**config.mk**
```make
export PLATFORM = sky130hd
export DESIGN_NAME = gbn_iou_unit
export DESIGN_NICKNAME = d
export VERILOG_FILES = /design/src/hw/rtl/greedy_box_nms_core_assert.svh /design/src/hw/rtl/gbn_pkg.sv /design/src/hw/rtl/gbn_iou_unit.sv
export SDC_FILE = /design/constraint.sdc
export NUM_CORES = 2
export LEC_CHECK = 0
export BUFFER_PORTS_ARGS = -buffer_cell sky130_fd_sc_hd__buf_2
export CAP_MARGIN = 20
export CORE_MARGIN = 2
export CORE_UTILIZATION = 45
export DETAILED_ROUTE_END_ITERATION = 8
export GPL_TIMING_DRIVEN = 0
export HOLD_SLACK_MARGIN = 0.1
export PLACE_DENSITY = 0.77
export SLEW_MARGIN = 20
export SYNTH_ARGS = -nofsm -noshare
export SYNTH_HDL_FRONTEND = slang
export SYNTH_SLANG_ARGS = --single-unit
```
**constraint.sdc**
```tcl
create_clock -name clk_i -period 7.7 [get_ports clk_i]
set_input_delay 1.54 -clock clk_i [delete_from_list [all_inputs] [get_ports clk_i]]
set_output_delay 1.54 -clock clk_i [all_outputs]
set_load 0.01 [all_outputs]
```
**src/hw/rtl/greedy_box_nms_core_assert.svh**
```systemverilog
// ----------------------------------------------------------------------------
// greedy_box_nms_core_assert.svh - assertion macros
// Shared concurrent assertion forms, clocked on clk_i and disabled in reset.
// ----------------------------------------------------------------------------
`ifndef GREEDY_BOX_NMS_CORE_ASSERT_SVH
`define GREEDY_BOX_NMS_CORE_ASSERT_SVH

// Property that must hold at every clock edge out of reset.
`define GBN_ASSERT(lbl, prop, msg) \
  lbl: assert property (@(posedge clk_i) disable iff (!rst_ni) (prop)) else $error(msg);

// Same-cycle implication out of reset.
`define GBN_ASSERT_IMP(lbl, ante, cons, msg) \
  lbl: assert property (@(posedge clk_i) disable iff (!rst_ni) (ante) |-> (cons)) \
    else $error(msg);

// Next-cycle implication out of reset.
`define GBN_ASSERT_NXT(lbl, ante, cons, msg) \
  lbl: assert property (@(posedge clk_i) disable iff (!rst_ni) (ante) |=> (cons)) \
    else $error(msg);

`endif

```
**src/hw/rtl/gbn_pkg.sv**
```systemverilog
// ----------------------------------------------------------------------------
// gbn_pkg - greedy box NMS package
// Beat types, store entry type, sequencer states and fixed field widths.
// ----------------------------------------------------------------------------
package gbn_pkg;

  localparam int unsigned COORD_W  = 16;
  localparam int unsigned SIZE_W   = 15;
  localparam int unsigned AREA_W   = 2 * SIZE_W;
  localparam int unsigned THR_W    = 9;
  localparam int unsigned INDEX_W  = 10;
  localparam int unsigned COUNT_W  = 7;

  localparam logic [THR_W-1:0] IOU_THRESH_RST = 9'd115;

  // Input beat: one box.
  typedef struct packed {
    logic                      first_of_set;
    logic signed [COORD_W-1:0] box_x;
    logic signed [COORD_W-1:0] box_y;
    logic        [SIZE_W-1:0]  box_w;
    logic        [SIZE_W-1:0]  box_h;
  } in_beat_t;

  // Output beat: one verdict.
  typedef struct packed {
    logic               keep;
    logic               store_full;
    logic [INDEX_W-1:0] box_index;
    logic [COUNT_W-1:0] kept_count;
  } out_beat_t;

  // One kept box in the store.
  typedef struct packed {
    logic signed [COORD_W-1:0] left;
    logic signed [COORD_W-1:0] top;
    logic        [SIZE_W-1:0]  width;
    logic        [SIZE_W-1:0]  height;
    logic        [AREA_W-1:0]  area;
  } kept_entry_t;

  // Compare request into the overlap unit.
  typedef struct packed {
    logic        valid;
    kept_entry_t entry;
  } cmp_req_t;

  // Status back from the overlap unit.
  typedef struct packed {
    logic valid;
    logic suppress;
    logic busy;
  } cmp_stat_t;

  typedef enum logic [1:0] {
    ST_IDLE,
    ST_SCAN,
    ST_DRAIN,
    ST_FINISH
  } nms_state_e;

endpackage

```
**src/hw/rtl/gbn_iou_unit.sv**
```systemverilog
// ----------------------------------------------------------------------------
// gbn_iou_unit - pipelined overlap test
// Compares the current box with one kept box per cycle: intersection, union,
// and the scaled threshold test, over three register stages.
// ----------------------------------------------------------------------------
module gbn_iou_unit #(
  parameter int unsigned THRESH_FRAC_BITS = 8
) (
  input  logic                            clk_i,
  input  logic                            rst_ni,
  input  gbn_pkg::cmp_req_t               req_i,
  input  gbn_pkg::in_beat_t               box_i,
  input  logic [gbn_pkg::AREA_W-1:0]      area_i,
  input  logic [gbn_pkg::THR_W-1:0]       thr_i,
  output gbn_pkg::cmp_stat_t              stat_o
);
  import gbn_pkg::*;

  localparam int unsigned EDGE_W = COORD_W + 2;
  localparam int unsigned UNI_W  = AREA_W + 1;
  localparam int unsigned PROD_W = UNI_W + THR_W;
  localparam int unsigned LHS_W  = AREA_W + THRESH_FRAC_BITS;
  localparam int unsigned CMP_W  = (LHS_W > PROD_W) ? LHS_W : PROD_W;

  logic                va_q, vb_q, vc_q;
  logic [SIZE_W-1:0]   iw_d, ih_d, iw_q, ih_q;
  logic [AREA_W-1:0]   karea_q;
  logic [AREA_W-1:0]   inter_q, inter2_q;
  logic [UNI_W-1:0]    sum_q, uni;
  logic [PROD_W-1:0]   prod_q;

  // Overlap extent along one axis, clamped at zero.
  function automatic logic [SIZE_W-1:0] extent(
    input logic signed [COORD_W-1:0] a, input logic [SIZE_W-1:0] al,
    input logic signed [COORD_W-1:0] b, input logic [SIZE_W-1:0] bl);
    logic signed [EDGE_W-1:0] a0, a1, b0, b1, lo, hi, d;
    a0 = {{2{a[COORD_W-1]}}, a};
    b0 = {{2{b[COORD_W-1]}}, b};
    a1 = a0 + $signed({3'b000, al});
    b1 = b0 + $signed({3'b000, bl});
    lo = (a0 > b0) ? a0 : b0;
    hi = (a1 < b1) ? a1 : b1;
    d  = hi - lo;
    return (d > 0) ? d[SIZE_W-1:0] : '0;
  endfunction

  // Stage A: axis overlaps.
  always_comb begin
    iw_d = extent(box_i.box_x, box_i.box_w, req_i.entry.left, req_i.entry.width);
    ih_d = extent(box_i.box_y, box_i.box_h, req_i.entry.top, req_i.entry.height);
  end

  // Union from the registered intersection.
  assign uni = sum_q - {1'b0, inter_q};

  // Stage valids.
  always_ff @(posedge clk_i or negedge rst_ni) begin
    if (!rst_ni) begin
      va_q <= 1'b0;
      vb_q <= 1'b0;
      vc_q <= 1'b0;
    end else begin
      va_q <= req_i.valid;
      vb_q <= va_q;
      vc_q <= vb_q;
    end
  end

  // Stage payloads: extents, then intersection and area sum, then product.
  always_ff @(posedge clk_i) begin
    iw_q     <= iw_d;
    ih_q     <= ih_d;
    karea_q  <= req_i.entry.area;
    inter_q  <= iw_q * ih_q;
    sum_q    <= UNI_W'(area_i) + UNI_W'(karea_q);
    inter2_q <= inter_q;
    prod_q   <= thr_i * uni;
  end

  // Threshold test on the last stage.
  always_comb begin
    stat_o.valid    = vc_q;
    stat_o.suppress = (CMP_W'(inter2_q) << THRESH_FRAC_BITS) > CMP_W'(prod_q);
    stat_o.busy     = va_q | vb_q | vc_q;
  end

endmodule

```
# After elaboration in Yosys (flattened, before gate mapping)
# Cells that the tools add are included.
dict set report totals {
  reg_bits 194
  in_bits 197
  output_inout_bits 3
  word_cells 33
}
dict set report classes {
  n_addsub 8
  n_mul 2
  order_cmp 7
  mux 4
  n_bitwise 2
}
# op n
set op_table {}
lappend op_table {{$mux 18} 4}
lappend op_table {{$add 16x16->17} 4}
lappend op_table {{$gt 38x40->1} 1}
lappend op_table {{$mul 9x31->40} 1}
lappend op_table {{$gt 18x1->1 const B} 2}
lappend op_table {{$sub 18x18->18} 2}
lappend op_table {{$lt 17x17->1} 2}
lappend op_table {{$gt 16x16->1} 2}
lappend op_table {{$add 30x30->31} 1}
lappend op_table {{$sub 31x30->31} 1}
lappend op_table {{$mul 15x15->30} 1}
lappend op_table {{$or 1x1->1} 2}

# Depth between registers and ports, before layout
dict set report logic_depth {
  word_depth 5
  mapped_depth 34
}

# Least setup slack after synthesis
# No wires, ideal clock.
dict set report synth_timing {
  path_kind {input port to flip-flop}
  start {input port box_i[15] (netlist bit)}
  end {register iw_q[4]}
  arrival_ns 7.757
  required_time_ns 7.582
  setup_slack_ns -0.174
  cell_stages 33
  n_path_buf 2
  cell_sequence {ha_1 > inv_1 > fa_1 > nor2b_1 > o31a_1 > o41a_1 > a41oi_1 > a21oi_1 > a21o_1 > a31o_2 > or3b_2 > inv_1 > ha_1 > a21o_1 > nand2_1 > o21ai_0 > a31oi_1 > buf_2 > mux2i_1 > ha_1 > inv_1 > fa_1 > a211oi_1 > o21ai_0 > a21oi_1 > o21bai_1 > a211o_1 > a21o_1 > a21oi_1 > xnor2_1 > a2111oi_2 > buf_2 > nor2b_1}
}
dict set report synth_via {
  elab_chain_cells 5
}
# item line_no
set synth_rtl {}
lappend synth_rtl {{start: declaration} gbn_iou_unit.sv:12} ;# input gbn_pkg::in_beat_t box_i,
lappend synth_rtl {{$add 16x16->17 *} gbn_iou_unit.sv:39} ;# a1 = a0 + $signed({3'b000, al});
lappend synth_rtl {{$lt 17x17->1} gbn_iou_unit.sv:42} ;# hi = (a1 < b1) ? a1 : b1;
lappend synth_rtl {{$mux 18 *} gbn_iou_unit.sv:42}
lappend synth_rtl {{$sub 18x18->18 *} gbn_iou_unit.sv:43} ;# d = hi - lo;
lappend synth_rtl {{$gt 18x1->1} gbn_iou_unit.sv:44} ;# return (d > 0) ? d[SIZE_W-1:0] : '0;
lappend synth_rtl {{end signal: assignment} gbn_iou_unit.sv:71} ;# iw_q <= iw_d;
lappend synth_rtl {{end: declaration} gbn_iou_unit.sv:26} ;# logic [SIZE_W-1:0] iw_d, ih_d, iw_q, ih_q;
# Mark *: on every way between the ends. The rest lies on a longest branch, timed or not.
# A chain may end at the register's enable or synchronous reset.

# Final worst setup path
dict set report layout_timing {
  start {input port box_i[46] (netlist bit)}
  end {register iw_q[9]}
}
dict set report layout_via {
  elab_chain_cells 5
}
# item line_no
set layout_rtl {}
lappend layout_rtl {{$add 16x16->17} gbn_iou_unit.sv:39}
lappend layout_rtl {{$lt 17x17->1} gbn_iou_unit.sv:42}
lappend layout_rtl {{$mux 18} gbn_iou_unit.sv:42}
lappend layout_rtl {{$sub 18x18->18 *} gbn_iou_unit.sv:43}
lappend layout_rtl {{$gt 18x1->1} gbn_iou_unit.sv:44}
# Marked as above.

==> impl_results.md <==
* Status: finished, final reports clean
* Via count at 24.2k
* Max-slew headroom at 29.0%
* GPL Wtd Cong at 0.918
* Critical setup path kind: input port to flip-flop
* Overflow after GRT at 0
* Detail Placement HPWL at 60.8 mm
* Ys flop type: dfxtp_1
* Total of max-cap violations at 0
* Distinct cell type count after synthesis at 79
* Total CTS buffers at 17
* Crit path top cell by count: nor2b_2
* Final Hold Viols at 0
* Final Util at 51.3%
* Post-synth ARST share at 1.55%
* Worst Path Required at 8.09 ns
* Yosys top cell area share at 25.6%
* FMAX at 132 MHz
* Flop-to-flop setup slack at 0.24 ns
* Antenna Nets Post-Route at 0
* Hold buffers post-CTS at 0
* # placed instances at 4,452
* Die width at 261 um
* Register area share after synthesis at 13.1%
* Synthesis-to-finish area growth at 13.1%
* Post-Place Cell Area at 31,800 um2
* CP max stage cell: or4b_1
* Clock latency on the worst-skew pair at 0.46 ns
* Final instance area at 33,600 um2
* DRT Wirelength at 73.4 mm
* Top cells by area, synth: fa_1, ha_1, dfxtp_1
* Critical path endpoint category: flip-flop
* Vias per cell at 5.32
* CTS H-tree depth at 4
* Cells after synthesis at 3,390
* Pre-CTS setup slack at -1.33 ns
* Std cell rows at 94
* Largest net degree at the start of global routing at 19
* Layout cell share with drive strength beyond 1 at 12.3%
* Iteration-0 DRC count of the detailed router at 1,352
* Clock Tree Root: clkbuf_16
* Post-synthesis area per instance at 8.76 um2
* Clk sink count at 194
* CP Max Fanout at 6
* Core ar. at 65,500 um2
* Clock skew at 0.0125 ns
* Final nets at 4,645
* Yosys warning count at 0
* Ports at 200
* Final WS setup at 0.130 ns
* Critical Path AT at 7.96 ns
* CP Launch Type: input port
* Top cell family by delay on the critical path: compound AO/OA/AOI/OAI gates
* Global-route wire length before repair at 119 mm
* Largest stage delay, worst path at 0.47 ns
* Fillcell total at 5,915
* Buf/Inv on CP at 7
* Global Route Usage Sum at 21.7%
* Die ar. at 68,000 um2
* Vias in the first global route at 24.6k
* Wirelength per Cell at 16.1 um
* Slew Viols, Final at 0
* Clock transition at path regs at 0.07 ns
* Initial Util at 45.3%
* RSZ-0062 raised after global routing: yes
* Post-Layout Cell Count at 4,547
* Die Span Y at 261 um
* Worst Hold Class: flip-flop to flip-flop
* CTS tree: yes
* Port Buffers at 198
* Setup violators final at 0
* Number of synthesized flops with an enable pin at 0
* Largest area contributor in the netlist: fa_1
* Max Root-Sink Buffers at 2
* Synthesized flop and latch total at 194
* Residual DRC at 0
* Detailed Routing Iterations Pass 1 at 5
* Period utilisation layout at 98.3%
* Synth Cell Area at 29,700 um2
* Post-synth net total at 4,366
* Min Tclk post-route at 7.57 ns
* Antenna violations before repair at 4
* Slew @ Worst Pin at 1.06 ns
==> sequential cells by signal, indices dropped and copies added (netlist names) <==
name / flops
inter2_q: 30
inter_q: 30
ih_q: 15
sum_q: 31
vb_q: 1
karea_q: 30
prod_q: 40
vc_q: 1
iw_q: 15
va_q: 1
==> final timing paths <==
kind,to,depth (start not counted),startpoint
worst max-delay path,iw_q[9]$_SDFF_PP0_,35,box_i[46]
worst min-delay path,inter2_q[9]$_DFF_P_,0,inter_q[9]$_DFF_P_
worst max register to register,prod_q[39]$_DFF_P_,29,inter_q[1]$_DFF_P_
worst min register to register,inter2_q[9]$_DFF_P_,0,inter_q[9]$_DFF_P_
max in group asynchronous,va_q$_DFF_PN0_,1,rst_ni
min in group asynchronous,vc_q$_DFF_PN0_,1,rst_ni
==> cells in the mapped netlist, types with 18 or more instances <==
cell	number
a211oi_1	18
a21o_1	92
a21oi_1	165
and2_1	238
clkbuf_1	65
dfxtp_1	191
fa_1	379
ha_1	400
inv_1	544
mux2i_1	47
nand2_1	339
nand2b_1	54
nand3_1	32
nand4_1	26
nor2_1	156
nor2b_1	61
nor3_1	35
o21a_1	39
o21ai_0	114
xnor2_1	121
xor2_1	46
==> cell usage in the layout, fill, tap and decap left out, types with 26 or more instances in the layout <==
cell,n
inv_1,538
xor2_1,42
a21oi_1,147
nor3_1,32
nand3_1,31
dfxtp_1,189
a21o_1,92
fa_1,375
nor2b_1,56
buf_2,197
clkbuf_1,62
nand2b_1,54
and2_1,238
ha_1,390
nor2_1,148
o21a_1,39
xnor2_1,105
o21ai_0,102
nand2_1,339
mux2i_1,46
buf_4,62
nand4_1,26
==> cell type report <==
type                    instances  area [um2]  share of cell area (%)
repair buffers                262        1520                    4.53
clock buffers                  19         443                    1.32
multi-input cells            2581       24100                    71.9
diodes                          1        2.50                 0.00745
flip-flops and latches        194        3900                    11.6
plain buffers                  69         299                   0.891
inverters                     544        2040                    6.09
well taps                     864        1080                    3.22
clock inverters                13         143                   0.425
==> metrics by stage <==
step / TNS (ns) / hold WS (ns)
final: 0 / 0.352
after global routing: -1.99 / 0.358
after CTS: -0.0161 / 0.354
after detailed placement: -30.67 / 0.340
after global placement: -27.15 / 0.336
after floorplan: 0 / 0.331
==> kinds of logic after synthesis <==
kind of cell / count (synthesis) / share of synthesized area [%]
flops: 194 / 13.1
fa+ha+maj: 781 / 42.5
xor+xnor: 167 / 4.93
simple gates: 1005 / 16.9
compound gates: 565 / 12.5
buf+inv: 615 / 7.82
mux: 63 / 2.20
==> per-layer routing <==
metal / vias to the layer above / part of all wire [%] / global-route usage, %
li1: 11600 / - / -
met1: 11700 / 42 / 26.7
met2: 698 / 49 / 38.4
met3: 156 / 6.2 / 3.52
met4: 6 / 3.2 / 7.48
met5: - / 0.054 / 0
==> repair_timing <==
item	4_1_cts	5_1_grt
gates cloned	1	0
setup endpoints to repair	41	37
pin swaps	32	74
gates resized for setup	69	89
setup buffers	35	28
Power is not shown: default switching activity piles up to over one toggle a cycle in this logic, so the estimate is an artifact.
